**config.mk**
```make
export PLATFORM = sky130hd
export DESIGN_NAME = countdown_timer_bank_with_clock_flat
export DESIGN_NICKNAME = d
export VERILOG_FILES = /design/src/hw/rtl/ctb_pkg.sv /design/src/hw/rtl/ctb_if.sv /design/src/hw/rtl/countdown_timer_bank_with_clock.sv /design/src/hw/rtl/ctb_tod.sv /design/src/hw/rtl/ctb_ctrl.sv /design/src/hw/rtl/ctb_datapath.sv /design/src/flat_wrapper.sv
export SDC_FILE = /design/constraint.sdc
export NUM_CORES = 2
export LEC_CHECK = 0
export BUFFER_PORTS_ARGS = -buffer_cell sky130_fd_sc_hd__clkbuf_2
export CORE_MARGIN = 3
export CORE_UTILIZATION = 50
export CTS_BUF_LIST = sky130_fd_sc_hd__clkbuf_8
export DETAILED_ROUTE_END_ITERATION = 8
export GPL_TIMING_DRIVEN = 0
export HOLD_SLACK_MARGIN = 0.05
export PLACE_DENSITY = 0.66
export SETUP_SLACK_MARGIN = 0.05
export SYNTH_ARGS = -nofsm -noshare
export SYNTH_HDL_FRONTEND = slang
export SYNTH_SLANG_ARGS = --single-unit
```
**constraint.sdc**
```tcl
create_clock -name clk -period 8.7 [get_ports clk]
set_input_delay 1.305 -clock clk [delete_from_list [all_inputs] [get_ports clk]]
set_output_delay 1.305 -clock clk [all_outputs]
set_load 0.02 [all_outputs]
```
**src/hw/rtl/ctb_pkg.sv**
```systemverilog
// shared types, widths and codes of the countdown timer bank
`default_nettype none

package ctb_pkg;

  // default sizes of the timer table
  localparam int SLOTS_DEF       = 16;
  localparam int KEY_WIDTH_DEF   = 16;
  localparam int COUNT_WIDTH_DEF = 32;

  // item field widths
  localparam int REQ_W        = 3;
  localparam int KEY_PORT_W   = 16;
  localparam int VALUE_PORT_W = 32;
  localparam int STATUS_W     = 3;
  localparam int ACTIVE_W     = 5;
  localparam int MS_W         = 10;
  localparam int SEC_W        = 6;
  localparam int MIN_W        = 6;
  localparam int HOUR_W       = 5;
  localparam int DAY_W        = 16;

  // time-of-day rollover points
  localparam int MS_PER_SEC   = 1000;
  localparam int SEC_PER_MIN  = 60;
  localparam int MIN_PER_HOUR = 60;
  localparam int HOUR_PER_DAY = 24;

  // request codes
  localparam logic [REQ_W-1:0] REQ_TICK       = 3'd0;
  localparam logic [REQ_W-1:0] REQ_REGISTER   = 3'd1;
  localparam logic [REQ_W-1:0] REQ_UNREGISTER = 3'd2;
  localparam logic [REQ_W-1:0] REQ_SET        = 3'd3;
  localparam logic [REQ_W-1:0] REQ_GET        = 3'd4;

  // status codes
  localparam logic [STATUS_W-1:0] STAT_OK        = 3'd0;
  localparam logic [STATUS_W-1:0] STAT_NOT_FOUND = 3'd1;
  localparam logic [STATUS_W-1:0] STAT_FULL      = 3'd2;
  localparam logic [STATUS_W-1:0] STAT_DUPLICATE = 3'd3;
  localparam logic [STATUS_W-1:0] STAT_BAD_KEY   = 3'd4;

  typedef struct packed {
    logic [MS_W-1:0]   millis;
    logic [SEC_W-1:0]  seconds;
    logic [MIN_W-1:0]  minutes;
    logic [HOUR_W-1:0] hours;
    logic [DAY_W-1:0]  days;
  } tod_t;

  // controller to datapath commands
  typedef struct packed {
    logic capture;
    logic execute;
  } ctb_cmd_t;

endpackage

`default_nettype wire

```
**src/hw/rtl/ctb_if.sv**
```systemverilog
// request and response channel interfaces of the countdown timer bank
`default_nettype none

interface ctb_req_if;
  import ctb_pkg::*;

  logic                    valid;
  logic                    ready;
  logic [REQ_W-1:0]        req_type;
  logic [KEY_PORT_W-1:0]   timer_key;
  logic [VALUE_PORT_W-1:0] load_value;

  modport source (output valid, req_type, timer_key, load_value, input ready);
  modport sink   (input valid, req_type, timer_key, load_value, output ready);
endinterface

interface ctb_rsp_if;
  import ctb_pkg::*;

  logic                    valid;
  logic                    ready;
  logic [STATUS_W-1:0]     status;
  logic [VALUE_PORT_W-1:0] read_value;
  logic [ACTIVE_W-1:0]     active_count;
  logic [MS_W-1:0]         millis;
  logic [SEC_W-1:0]        seconds;
  logic [MIN_W-1:0]        minutes;
  logic [HOUR_W-1:0]       hours;
  logic [DAY_W-1:0]        days;

  modport source (output valid, status, read_value, active_count, millis, seconds,
                  minutes, hours, days, input ready);
  modport sink   (input valid, status, read_value, active_count, millis, seconds,
                  minutes, hours, days, output ready);
endinterface

`default_nettype wire

```
**src/hw/rtl/countdown_timer_bank_with_clock.sv**
```systemverilog
// top level of the keyed countdown timer bank with time-of-day clock
// an accepted item is captured with its match vectors, then executed into the result registers
// one item in flight: input ready returns only once the controller's capture/execute pair is done;
//   execute waits while an earlier result is still held on the output
// reset (rst_n, synchronous, active low): all slots empty, count and clock at zero,
//   input ready and no result pending
`default_nettype none

module countdown_timer_bank_with_clock #(
  parameter int SLOTS       = ctb_pkg::SLOTS_DEF,
  parameter int KEY_WIDTH   = ctb_pkg::KEY_WIDTH_DEF,
  parameter int COUNT_WIDTH = ctb_pkg::COUNT_WIDTH_DEF
) (
  input  logic      clk,
  input  logic      rst_n,
  ctb_req_if.sink   in_req,
  ctb_rsp_if.source out_rsp
);
  import ctb_pkg::*;

  // commands from controller to datapath
  ctb_cmd_t cmd;
  tod_t     tod;

  // handshake control: one item in flight, result register on the output
  ctb_ctrl u_ctrl (
    .clk       (clk),
    .rst_n     (rst_n),
    .in_valid  (in_req.valid),
    .in_ready  (in_req.ready),
    .out_valid (out_rsp.valid),
    .out_ready (out_rsp.ready),
    .cmd       (cmd)
  );

  // slot table, match vectors captured with the item, decode on execute
  ctb_datapath #(
    .SLOTS       (SLOTS),
    .KEY_WIDTH   (KEY_WIDTH),
    .COUNT_WIDTH (COUNT_WIDTH)
  ) u_datapath (
    .clk            (clk),
    .rst_n          (rst_n),
    .cmd            (cmd),
    .req_type_i     (in_req.req_type),
    .timer_key_i    (in_req.timer_key),
    .load_value_i   (in_req.load_value),
    .status_o       (out_rsp.status),
    .read_value_o   (out_rsp.read_value),
    .active_count_o (out_rsp.active_count),
    .tod_o          (tod)
  );

  // clock fields after the step
  assign out_rsp.millis  = tod.millis;
  assign out_rsp.seconds = tod.seconds;
  assign out_rsp.minutes = tod.minutes;
  assign out_rsp.hours   = tod.hours;
  assign out_rsp.days    = tod.days;

endmodule

`default_nettype wire

```
**src/hw/rtl/ctb_tod.sv**
```systemverilog
// millisecond time-of-day counter with day rollover
`default_nettype none

module ctb_tod (
  input  logic          clk,
  input  logic          rst_n,
  input  logic          advance,
  output ctb_pkg::tod_t tod_o
);
  import ctb_pkg::*;

  localparam logic [MS_W-1:0]   MS_LAST   = MS_W'(MS_PER_SEC - 1);
  localparam logic [SEC_W-1:0]  SEC_LAST  = SEC_W'(SEC_PER_MIN - 1);
  localparam logic [MIN_W-1:0]  MIN_LAST  = MIN_W'(MIN_PER_HOUR - 1);
  localparam logic [HOUR_W-1:0] HOUR_LAST = HOUR_W'(HOUR_PER_DAY - 1);

  tod_t tod_r, tod_nxt;

  always_comb begin
    tod_nxt = tod_r;
    if (tod_r.millis != MS_LAST) begin
      tod_nxt.millis = tod_r.millis + MS_W'(1);
    end else begin
      tod_nxt.millis = '0;
      if (tod_r.seconds != SEC_LAST) begin
        tod_nxt.seconds = tod_r.seconds + SEC_W'(1);
      end else begin
        tod_nxt.seconds = '0;
        if (tod_r.minutes != MIN_LAST) begin
          tod_nxt.minutes = tod_r.minutes + MIN_W'(1);
        end else begin
          tod_nxt.minutes = '0;
          if (tod_r.hours != HOUR_LAST) begin
            tod_nxt.hours = tod_r.hours + HOUR_W'(1);
          end else begin
            tod_nxt.hours = '0;
            tod_nxt.days  = tod_r.days + DAY_W'(1);
          end
        end
      end
    end
  end

  always_ff @(posedge clk) begin
    if (!rst_n) begin
      tod_r <= '0;
    end else if (advance) begin
      tod_r <= tod_nxt;
    end
  end

  assign tod_o = tod_r;

endmodule

`default_nettype wire

```
**src/hw/rtl/ctb_ctrl.sv**
```systemverilog
// capture / execute controller and response valid of the timer bank
`default_nettype none

module ctb_ctrl (
  input  logic              clk,
  input  logic              rst_n,
  input  logic              in_valid,
  output logic              in_ready,
  output logic              out_valid,
  input  logic              out_ready,
  output ctb_pkg::ctb_cmd_t cmd
);
  import ctb_pkg::*;

  typedef enum logic {S_IDLE, S_EXEC} state_t;

  state_t state_r;
  logic   in_ready_r;
  logic   out_valid_r;
  logic   capture;
  logic   execute;

  assign capture = in_valid && in_ready_r;
  // result slot must be free before the work lands in it
  assign execute = (state_r == S_EXEC) && (!out_valid_r || out_ready);

  always_ff @(posedge clk) begin
    if (!rst_n) begin
      state_r     <= S_IDLE;
      in_ready_r  <= 1'b1;
      out_valid_r <= 1'b0;
    end else begin
      if (out_valid_r && out_ready) begin
        out_valid_r <= 1'b0;
      end
      case (state_r)
        S_IDLE: begin
          if (capture) begin
            state_r    <= S_EXEC;
            in_ready_r <= 1'b0;
          end
        end
        S_EXEC: begin
          if (execute) begin
            state_r     <= S_IDLE;
            in_ready_r  <= 1'b1;
            out_valid_r <= 1'b1;
          end
        end
        default: begin
          state_r    <= S_IDLE;
          in_ready_r <= 1'b1;
        end
      endcase
    end
  end

  assign in_ready    = in_ready_r;
  assign out_valid   = out_valid_r;
  assign cmd.capture = capture;
  assign cmd.execute = execute;

endmodule

`default_nettype wire

```
**src/hw/rtl/ctb_datapath.sv**
```systemverilog
// timer slot table, key match, request decode and result registers
`default_nettype none

module ctb_datapath #(
  parameter int SLOTS       = ctb_pkg::SLOTS_DEF,
  parameter int KEY_WIDTH   = ctb_pkg::KEY_WIDTH_DEF,
  parameter int COUNT_WIDTH = ctb_pkg::COUNT_WIDTH_DEF
) (
  input  logic                             clk,
  input  logic                             rst_n,
  input  ctb_pkg::ctb_cmd_t                cmd,
  input  logic [ctb_pkg::REQ_W-1:0]        req_type_i,
  input  logic [ctb_pkg::KEY_PORT_W-1:0]   timer_key_i,
  input  logic [ctb_pkg::VALUE_PORT_W-1:0] load_value_i,
  output logic [ctb_pkg::STATUS_W-1:0]     status_o,
  output logic [ctb_pkg::VALUE_PORT_W-1:0] read_value_o,
  output logic [ctb_pkg::ACTIVE_W-1:0]     active_count_o,
  output ctb_pkg::tod_t                    tod_o
);
  import ctb_pkg::*;

  localparam int IDX_W = (SLOTS > 1) ? $clog2(SLOTS) : 1;
  localparam int TOT_W = $clog2(SLOTS + 1);

  // slot table: valid bit per slot, key and count as payload
  logic [SLOTS-1:0]       valid_r;
  logic [KEY_WIDTH-1:0]   key_r [SLOTS];
  logic [COUNT_WIDTH-1:0] cnt_r [SLOTS];
  logic [TOT_W-1:0]       total_r, total_nxt;

  // captured request and match vectors
  logic [REQ_W-1:0]       req_r;
  logic [KEY_WIDTH-1:0]   req_key_r;
  logic [COUNT_WIDTH-1:0] req_val_r;
  logic [SLOTS-1:0]       hit_r, free_r;
  logic [KEY_WIDTH-1:0]   in_key;
  logic [SLOTS-1:0]       hit_c;

  // execute decode
  logic                    hit_any, free_any;
  logic [IDX_W-1:0]        hit_idx, free_idx;
  logic [STATUS_W-1:0]     status_c;
  logic [VALUE_PORT_W-1:0] rd_c;
  logic                    do_tick, do_new, do_clear, do_set;

  logic [STATUS_W-1:0]     status_r;
  logic [VALUE_PORT_W-1:0] rd_r;

  assign in_key = KEY_WIDTH'(timer_key_i);

  always_comb begin
    for (int i = 0; i < SLOTS; i++) begin
      hit_c[i] = valid_r[i] && (key_r[i] == in_key);
    end
  end

  always_ff @(posedge clk) begin
    if (cmd.capture) begin
      req_r     <= req_type_i;
      req_key_r <= in_key;
      req_val_r <= COUNT_WIDTH'(load_value_i);
      hit_r     <= hit_c;
      free_r    <= ~valid_r;
    end
  end

  // highest index wins
  always_comb begin
    hit_idx  = '0;
    free_idx = '0;
    for (int i = 0; i < SLOTS; i++) begin
      if (hit_r[i]) begin
        hit_idx = IDX_W'(i);
      end
      if (free_r[i]) begin
        free_idx = IDX_W'(i);
      end
    end
  end

  assign hit_any  = |hit_r;
  assign free_any = |free_r;

  always_comb begin
    status_c  = STAT_OK;
    rd_c      = '0;
    do_tick   = 1'b0;
    do_new    = 1'b0;
    do_clear  = 1'b0;
    do_set    = 1'b0;
    total_nxt = total_r;
    case (req_r)
      REQ_TICK: begin
        do_tick = 1'b1;
      end
      REQ_REGISTER, REQ_UNREGISTER, REQ_SET, REQ_GET: begin
        if (req_key_r == '0) begin
          status_c = STAT_BAD_KEY;
        end else if (req_r == REQ_REGISTER) begin
          if (hit_any) begin
            status_c = STAT_DUPLICATE;
          end else if (!free_any) begin
            status_c = STAT_FULL;
          end else begin
            do_new    = 1'b1;
            total_nxt = total_r + TOT_W'(1);
          end
        end else if (!hit_any) begin
          status_c = STAT_NOT_FOUND;
        end else if (req_r == REQ_UNREGISTER) begin
          do_clear = 1'b1;
          if (total_r != '0) begin
            total_nxt = total_r - TOT_W'(1);
          end
        end else if (req_r == REQ_SET) begin
          do_set = 1'b1;
        end else begin
          rd_c = VALUE_PORT_W'(cnt_r[hit_idx]);
        end
      end
      default: begin
      end
    endcase
  end

  always_ff @(posedge clk) begin
    if (!rst_n) begin
      valid_r <= '0;
      total_r <= '0;
    end else if (cmd.execute) begin
      total_r <= total_nxt;
      if (do_new) begin
        valid_r[free_idx] <= 1'b1;
      end
      if (do_clear) begin
        valid_r[hit_idx] <= 1'b0;
      end
    end
  end

  always_ff @(posedge clk) begin
    if (cmd.execute) begin
      status_r <= status_c;
      rd_r     <= rd_c;
      for (int i = 0; i < SLOTS; i++) begin
        if (do_tick && valid_r[i] && (cnt_r[i] != '0)) begin
          cnt_r[i] <= cnt_r[i] - COUNT_WIDTH'(1);
        end
        if (do_new && (free_idx == IDX_W'(i))) begin
          key_r[i] <= req_key_r;
          cnt_r[i] <= req_val_r;
        end
        if (do_set && (hit_idx == IDX_W'(i))) begin
          cnt_r[i] <= req_val_r;
        end
      end
    end
  end

  ctb_tod u_tod (
    .clk     (clk),
    .rst_n   (rst_n),
    .advance (cmd.execute && do_tick),
    .tod_o   (tod_o)
  );

  // state only moves on execute, which waits for a free result slot,
  // so count and clock registers stand for the pending result
  assign status_o       = status_r;
  assign read_value_o   = rd_r;
  assign active_count_o = ACTIVE_W'(total_r);

endmodule

`default_nettype wire
```
**src/flat_wrapper.sv**
```systemverilog
// flat-port wrapper written by rule: the top's interface ports become plain ports
module countdown_timer_bank_with_clock_flat import ctb_pkg::*;
#(
  parameter int SLOTS       = ctb_pkg::SLOTS_DEF,
  parameter int KEY_WIDTH   = ctb_pkg::KEY_WIDTH_DEF,
  parameter int COUNT_WIDTH = ctb_pkg::COUNT_WIDTH_DEF
)
  (clk, rst_n, in_req_valid, in_req_req_type, in_req_timer_key, in_req_load_value, in_req_ready, out_rsp_valid, out_rsp_status, out_rsp_read_value, out_rsp_active_count, out_rsp_millis, out_rsp_seconds, out_rsp_minutes, out_rsp_hours, out_rsp_days, out_rsp_ready);
  ctb_req_if in_req_i ();
  ctb_rsp_if out_rsp_i ();
  input  logic clk;
  input  logic rst_n;
  input wire logic [$bits(in_req_i.valid)-1:0] in_req_valid;
  input wire logic [$bits(in_req_i.req_type)-1:0] in_req_req_type;
  input wire logic [$bits(in_req_i.timer_key)-1:0] in_req_timer_key;
  input wire logic [$bits(in_req_i.load_value)-1:0] in_req_load_value;
  output wire logic [$bits(in_req_i.ready)-1:0] in_req_ready;
  output wire logic [$bits(out_rsp_i.valid)-1:0] out_rsp_valid;
  output wire logic [$bits(out_rsp_i.status)-1:0] out_rsp_status;
  output wire logic [$bits(out_rsp_i.read_value)-1:0] out_rsp_read_value;
  output wire logic [$bits(out_rsp_i.active_count)-1:0] out_rsp_active_count;
  output wire logic [$bits(out_rsp_i.millis)-1:0] out_rsp_millis;
  output wire logic [$bits(out_rsp_i.seconds)-1:0] out_rsp_seconds;
  output wire logic [$bits(out_rsp_i.minutes)-1:0] out_rsp_minutes;
  output wire logic [$bits(out_rsp_i.hours)-1:0] out_rsp_hours;
  output wire logic [$bits(out_rsp_i.days)-1:0] out_rsp_days;
  input wire logic [$bits(out_rsp_i.ready)-1:0] out_rsp_ready;
  assign in_req_i.valid = in_req_valid;
  assign in_req_i.req_type = in_req_req_type;
  assign in_req_i.timer_key = in_req_timer_key;
  assign in_req_i.load_value = in_req_load_value;
  assign in_req_ready = in_req_i.ready;
  assign out_rsp_valid = out_rsp_i.valid;
  assign out_rsp_status = out_rsp_i.status;
  assign out_rsp_read_value = out_rsp_i.read_value;
  assign out_rsp_active_count = out_rsp_i.active_count;
  assign out_rsp_millis = out_rsp_i.millis;
  assign out_rsp_seconds = out_rsp_i.seconds;
  assign out_rsp_minutes = out_rsp_i.minutes;
  assign out_rsp_hours = out_rsp_i.hours;
  assign out_rsp_days = out_rsp_i.days;
  assign out_rsp_i.ready = out_rsp_ready;
  countdown_timer_bank_with_clock #(.SLOTS(SLOTS), .KEY_WIDTH(KEY_WIDTH), .COUNT_WIDTH(COUNT_WIDTH)) u_core (.clk(clk), .rst_n(rst_n), .in_req(in_req_i), .out_rsp(out_rsp_i));
endmodule
```
---- Word level (Yosys, flattened, before mapping) ----
Memory sizes are Yosys's and may differ from the RTL's. A register that Yosys moved wholly into a read port is not among the register bits.
Cells that the tools add are included.
word-level totals
  memories ................................ 2
  logic and storage cells ................. 586
  RAM bits ................................ 768
  output and inout port bits .............. 85
  register bits ........................... 153
  input port bits ......................... 55
cells by class
  mux-type cells .......................... 300
  eq/ne operators ......................... 57
  bitwise gates (word level) .............. 44
  reductions and logical operators ........ 139
  order comparisons ....................... 4
  add/sub/neg operators ................... 23
memory list
  name                     words  width  read ports  clocked after memory_dff  write ports  line                source
  u_core.u_datapath.cnt_r  16     32     17          1                         16           ctb_datapath.sv:28  logic [COUNT_WIDTH-1:0] cnt_r [SLOTS];
  u_core.u_datapath.key_r  16     16     16          0                         1            ctb_datapath.sv:27  logic [KEY_WIDTH-1:0] key_r [SLOTS];
operator list
  operator                                            number
  two-way mux 32 bit                                  32
  nonzero test 32 bit                                 16
  subtractor 32 x 1 -> 32 bit, second input constant  16
  two-way mux 16 bit                                  19
  OR reduction 16 bit                                 17
  == test 16 bit                                      16
  two-way mux 1 bit                                   188
  two-way mux 4 bit                                   43
  logical AND 1 bit                                   86
  == test 4 bit, second input constant                16
  two-way mux 5 bit                                   7
  == test 4 x 3 -> 1 bit, second input constant       8
  inverter 16 bit                                     2
  OR 1 bit                                            32
  adder 16 x 1 -> 16 bit, second input constant       1
  bitwise AND 16 bit                                  1
  == test 4 x 2 -> 1 bit, second input constant       4
  logical NOT 16 bit                                  1
  OR 16 bit                                           1
  adder 6 x 1 -> 6 bit, second input constant         2
  two-way mux 6 bit                                   2
  inequality test 6 bit, second input constant        2
  adder 10 x 1 -> 10 bit, second input constant       1
  adder 5 x 1 -> 5 bit, second input constant         2
  other kinds (31)                                    52

---- Depth between registers and ports, before layout ----
  word-level depth ........................ 36
  mapped depth ............................ 11
  mapped depth without buffers ............ 9

---- Cells and area by module ----
Synthesis repeated with hierarchy kept, for this count alone.
second synthesis, totals
  cells, all modules ...................... 4934
  area total of the unflattened synthesis .. 51617.0 sq um
modules (own cells, without submodules)
  module        area an instance (sq um)  times used  sequential area each (sq um)  cells an instance
  ctb_datapath  49336.1                   1           27025.9                       4682
  ctb_tod       2132.0                    1           860.8                         236
  ctb_ctrl      148.9                     1           60.1                          16

---- Worst setup path after synthesis ----
OpenSTA, ideal clock, no wires.
  kind .................................... input-to-reg
  start ................................... in out_rsp_ready
  end ..................................... mem u_core.u_datapath.cnt_r[12][0] (netlist bit) (enable)
  path slack .............................. 3.978 ns
  path buffers ............................ 1
  library setup time ...................... 0.466 ns
  cell stages on the path ................. 5
  data required time ...................... 8.234 ns
  arrival ................................. 4.256 ns
  cells stage by stage .................... nor2b_1 > nor3_1 > clkbuf_1 > nand2_1 > o21ai_0
RTL lines
  element             line                source
  start: declaration  flat_wrapper.sv:27  input wire logic [$bits(out_rsp_i.ready)-1:0] out_rsp_ready;
  end: declaration    ctb_datapath.sv:28

---- Final worst setup path ----
  start ................................... reg u_core.u_datapath.hit_r[8]
  end ..................................... reg u_core.u_datapath.rd_r[5], in the netlist u_core.u_datapath.read_value_o[5] (data pin)
on the way
  longest elaborated chain between the ends .. 8
  elaborated cells between the ends (all ways) .. 11
  those cells by class .................... mux (8); bitwise (1); reduce/logical (2)
ends and longest elaborated chain
  element                          line                 source
  start: declaration               ctb_datapath.sv:35   logic [SLOTS-1:0] hit_r, free_r;
  start signal: assignment         ctb_datapath.sv:62   hit_r <= hit_c;
  two-way mux 4 bit (8 in series)  ctb_datapath.sv:72   if (hit_r[i]) begin
  end signal: assignment           ctb_datapath.sv:144  rd_r <= rd_c;
  end: declaration                 ctb_datapath.sv:47   logic [VALUE_PORT_W-1:0] rd_r;
Several ways; a longest one is shown, not always the timed one.
A chain may end at the register's enable or synchronous reset.

==> run summary <==
Yosys reg bits - 953
Final nets - 5221
P&R area growth vs syn - 11.4%
Warnings from Yosys - 0
Clk Latency, worst-skew pair - 0.90 ns
Slew margin rel. - -0.0947
Cell taking the most area after synthesis - edfxtp_1
Syn Nets - 4905
First-pass GRT wire length - 262 mm
Post-route cell area - 57000 um2
Via count of the routed design - 41800
Fillers - 8805
Post-DRT Antenna Nets - 0
Maxcap violations - 7
Mux contribution to synthesized area - 0.0261
Initial drt markers - 6672
Clock Sinks - 953
Post-Route WL - 186 mm
WL/cell - 28.0 um
RSZ-0062 raised after global routing - false
Simple-Gate Fraction of Synth Area - 0.161
Number of cell rows - 116
Cells after synthesis - 4824
CTS tree - done
Dpl cells - 6330
Ports - 140
Synth Area in Adders - 0.00651
Worst path bufs/invs - 2
Final Setup Violations - 0
Failing checks - max-capacitance violations, max-slew violations
DRT Pass-1 Iters - 7
Reg clk slew, reported paths - 0.06 ns
Largest net degree at the start of global routing - 49
Share of post-route cells with drive strength above 1 - 0.0918
Critical Path Max Stage Delay - 1.24 ns
Number of synthesized flops with an enable pin - 886
Yosys top cell area share - 0.520
Chip height - 326 um
Cts hold-fix bufs - 0
Final Cycle Share - 0.669
Combinational share of power - 0.062
Worst path required time - 9.20 ns
Top_reg_cell synth - edfxtp_1
Layout Skew - 0.0416 ns
Core area - 101000 um2
Largest family of logic cells by synthesized area - simple AND/OR/NAND/NOR gates
Die Area - 106000 um2
Post-CTS Setup Inserts - 0
Syn Area/Cell - 10.6 um2
Post-CTS sizing - 0
Critical Path Slowest Stage Cell - a211oi_1
FFs w/ async S/R, synth - 0
Worst-Margin Slew - 1.64 ns
Switching Fraction - 0.263
Register area - 27900 um2
Delay-heaviest family, CP - compound AO/OA/AOI/OAI gates
Max-slew violation count - 66
Fin. Hold Viols - 0
Post-synthesis compound-gate area fraction - 0.105
Die W - 326 um
Worst Setup Path Type - flip-flop to flip-flop
Number of global-route vias before repair - 37800
Longest Clk Path Bufs - 3
Sum of negative setup slack - 0 ns
Power per cell area - 171 nW/um2
CP cell instances - nor3_1 > o21ai_0 > a2bb2oi_2 > clkbuf_1 > buf_1 > mux2i_1 > o22ai_1 > a211oi_1 > nand3_1
Switching Power - 2570 uW
RePlAce Congestion - 1.05
CP max FO - 10
DRC errors left - 0
Initial antenna violation count - 9
Class of the worst hold path - flip-flop to flip-flop
Seq pwr share - 0.522
Post-layout min period - 5.82 ns
Synth unique cells - 80
Area of the multi-input gates - 21900 um2
Post-DP HPWL - 131 mm
Peak VDD IR - 142 uV
Int Power - 7190 uW
Post-synth top cells - edfxtp_1 (886), nand2_1 (578), o21ai_0 (447)
Number of CTS-inserted buffers - 164
Initial Util - 0.508
Crit end category - flip-flop
Hold Slack - 0.487 ns
CP Launch Type - flip-flop
Final setup margin - 2.88 ns
Placement Cell Area - 53800 um2
Clock group share of total power - 0.416
Post-synthesis xor/xnor area fraction - 0.127
Outcome - complete, but fails checks
Max Clk Rate - 0.172 GHz
Port-buffer cells - 139
Grt ovf - 0
Critical path arrival - 6.31 ns
H-tree depth - 4
Total GRT Usage - 0.340
P_leak - 0.0181 uW
Final Non-Filler Cells - 6634
Area of the mapped netlist - 51200 um2
Vias per cell - 6.29
Top-count cell post-synth - edfxtp_1
Root Driver - clkbuf_8
Area contributors post-synth - edfxtp_1 (52%), xor2_1 (7.6%), xnor2_1 (5.2%)
Place WS - 3.13 ns
Sequential share of the synthesized area - 0.546
[final timing paths]
kind                                             startpoint                                              end  slack (ns)  cells past startpoint
max                    u_core.u_datapath.hit_r[8]$_DFFE_PP_  u_core.u_datapath.read_value_o[5]$_SDFFCE_PP0P_        2.88                      9
min          u_core.u_datapath.u_tod.tod_o[15]$_SDFFE_PN0P_   u_core.u_datapath.u_tod.tod_o[15]$_SDFFE_PN0P_        0.49                      2
max reg2reg            u_core.u_datapath.hit_r[8]$_DFFE_PP_  u_core.u_datapath.read_value_o[5]$_SDFFCE_PP0P_        2.88                      9
min reg2reg  u_core.u_datapath.u_tod.tod_o[15]$_SDFFE_PN0P_   u_core.u_datapath.u_tod.tod_o[15]$_SDFFE_PN0P_        0.49                      2
[worst register-to-register path, stage by stage, from the launching register on]
cell	delay [ns]
edfxtp_1	0.49
nor3_1	0.17
o21ai_0	0.14
a2bb2oi_2	0.65
clkbuf_1	0.40
buf_1	0.96
mux2i_1	0.65
o22ai_1	0.27
a211oi_1	1.24
nand3_1	0.44
[power by group through the flow]
stage / Clock, uW / Sequential, uW / Combinational, uW
6_report: 4060 / 5090 / 607
5_1_grt: 4270 / 5090 / 612
4_1_cts: 4080 / 5090 / 580
3_5_place_dp: 0 / 5180 / 578
3_3_place_gp: 0 / 5180 / 568
2_1_floorplan: 0 / 5160 / 278
[flip-flops by register name, indices dropped and copies added (netlist names)]
signal                            cells
u_core.u_datapath.read_value_o       32
u_core.u_datapath.req_r               3
u_core.u_ctrl.state_r                 1
u_core.u_datapath.key_r             256
u_core.u_datapath.status_o            3
u_core.u_datapath.valid_r            16
u_core.u_datapath.req_val_r          32
u_core.u_datapath.active_count_o      5
u_core.u_datapath.hit_r              16
u_core.u_datapath.free_r             16
u_core.u_datapath.req_key_r          16
u_core.u_ctrl.in_ready                1
u_core.u_datapath.cnt_r             512
u_core.u_ctrl.out_valid               1
u_core.u_datapath.u_tod.tod_o        43
[layer usage]
metal	share of wire	global-route usage	vias to the layer above
met4	0.055	0.171	6
met5	0.00020	0.00498	-
met1	0.40	0.483	20300
met2	0.41	0.475	2742
met3	0.13	0.0957	431
li1	-	-	18300
[per-stage QoR]
stage,total power (uW),util
floorplan,5440,-
CTS,9740,0.565
finish,9750,0.566
global route,9970,0.566
detailed placement,5760,0.534
global placement,5750,0.532
[cell type report]
class | instances | area share
clock buffer | 170 | 0.0411
inverter | 76 | 0.00501
buffer | 300 | 0.0202
timing repair buffer | 150 | 0.0156
clock inverter | 131 | 0.0142
multi-input combinational | 3495 | 0.384
tap | 1357 | 0.0298
antenna | 2 | 0.0000878
sequential | 953 | 0.490
[logic make-up after synthesis]
| family | count (synthesis) |
|---|---|
| flip-flops | 953 |
| AO/OA/AOI/OAI | 893 |
| buffers and inverters | 376 |
| AND/OR/NAND/NOR | 1701 |
| adder cells (fa/ha/maj) | 26 |
| XOR/XNOR | 744 |
| multiplexers | 131 |
[cells in the final DEF, fill, tap and decap left out, types with 23 or more instances in the layout]
cell,instances
or4_1,55
clkbuf_1,261
nand2_1,576
clkbuf_2,150
o21ai_0,446
buf_1,23
a211oi_1,24
nor2_1,345
a21oi_1,125
nor4_1,150
ha_1,25
xnor2_1,303
a22o_1,25
nand2b_1,35
and3_1,24
mux2i_1,113
nand3_1,72
nand4_1,45
inv_1,126
o22ai_1,83
xor2_1,441
edfxtp_1,886
nor3_1,187
nand3b_1,30
clkinv_1,36
or3_1,77
clkbuf_8,170
a22oi_1,64
dfxtp_1,67
No activity file was read; power rests on OpenSTA's default activity.
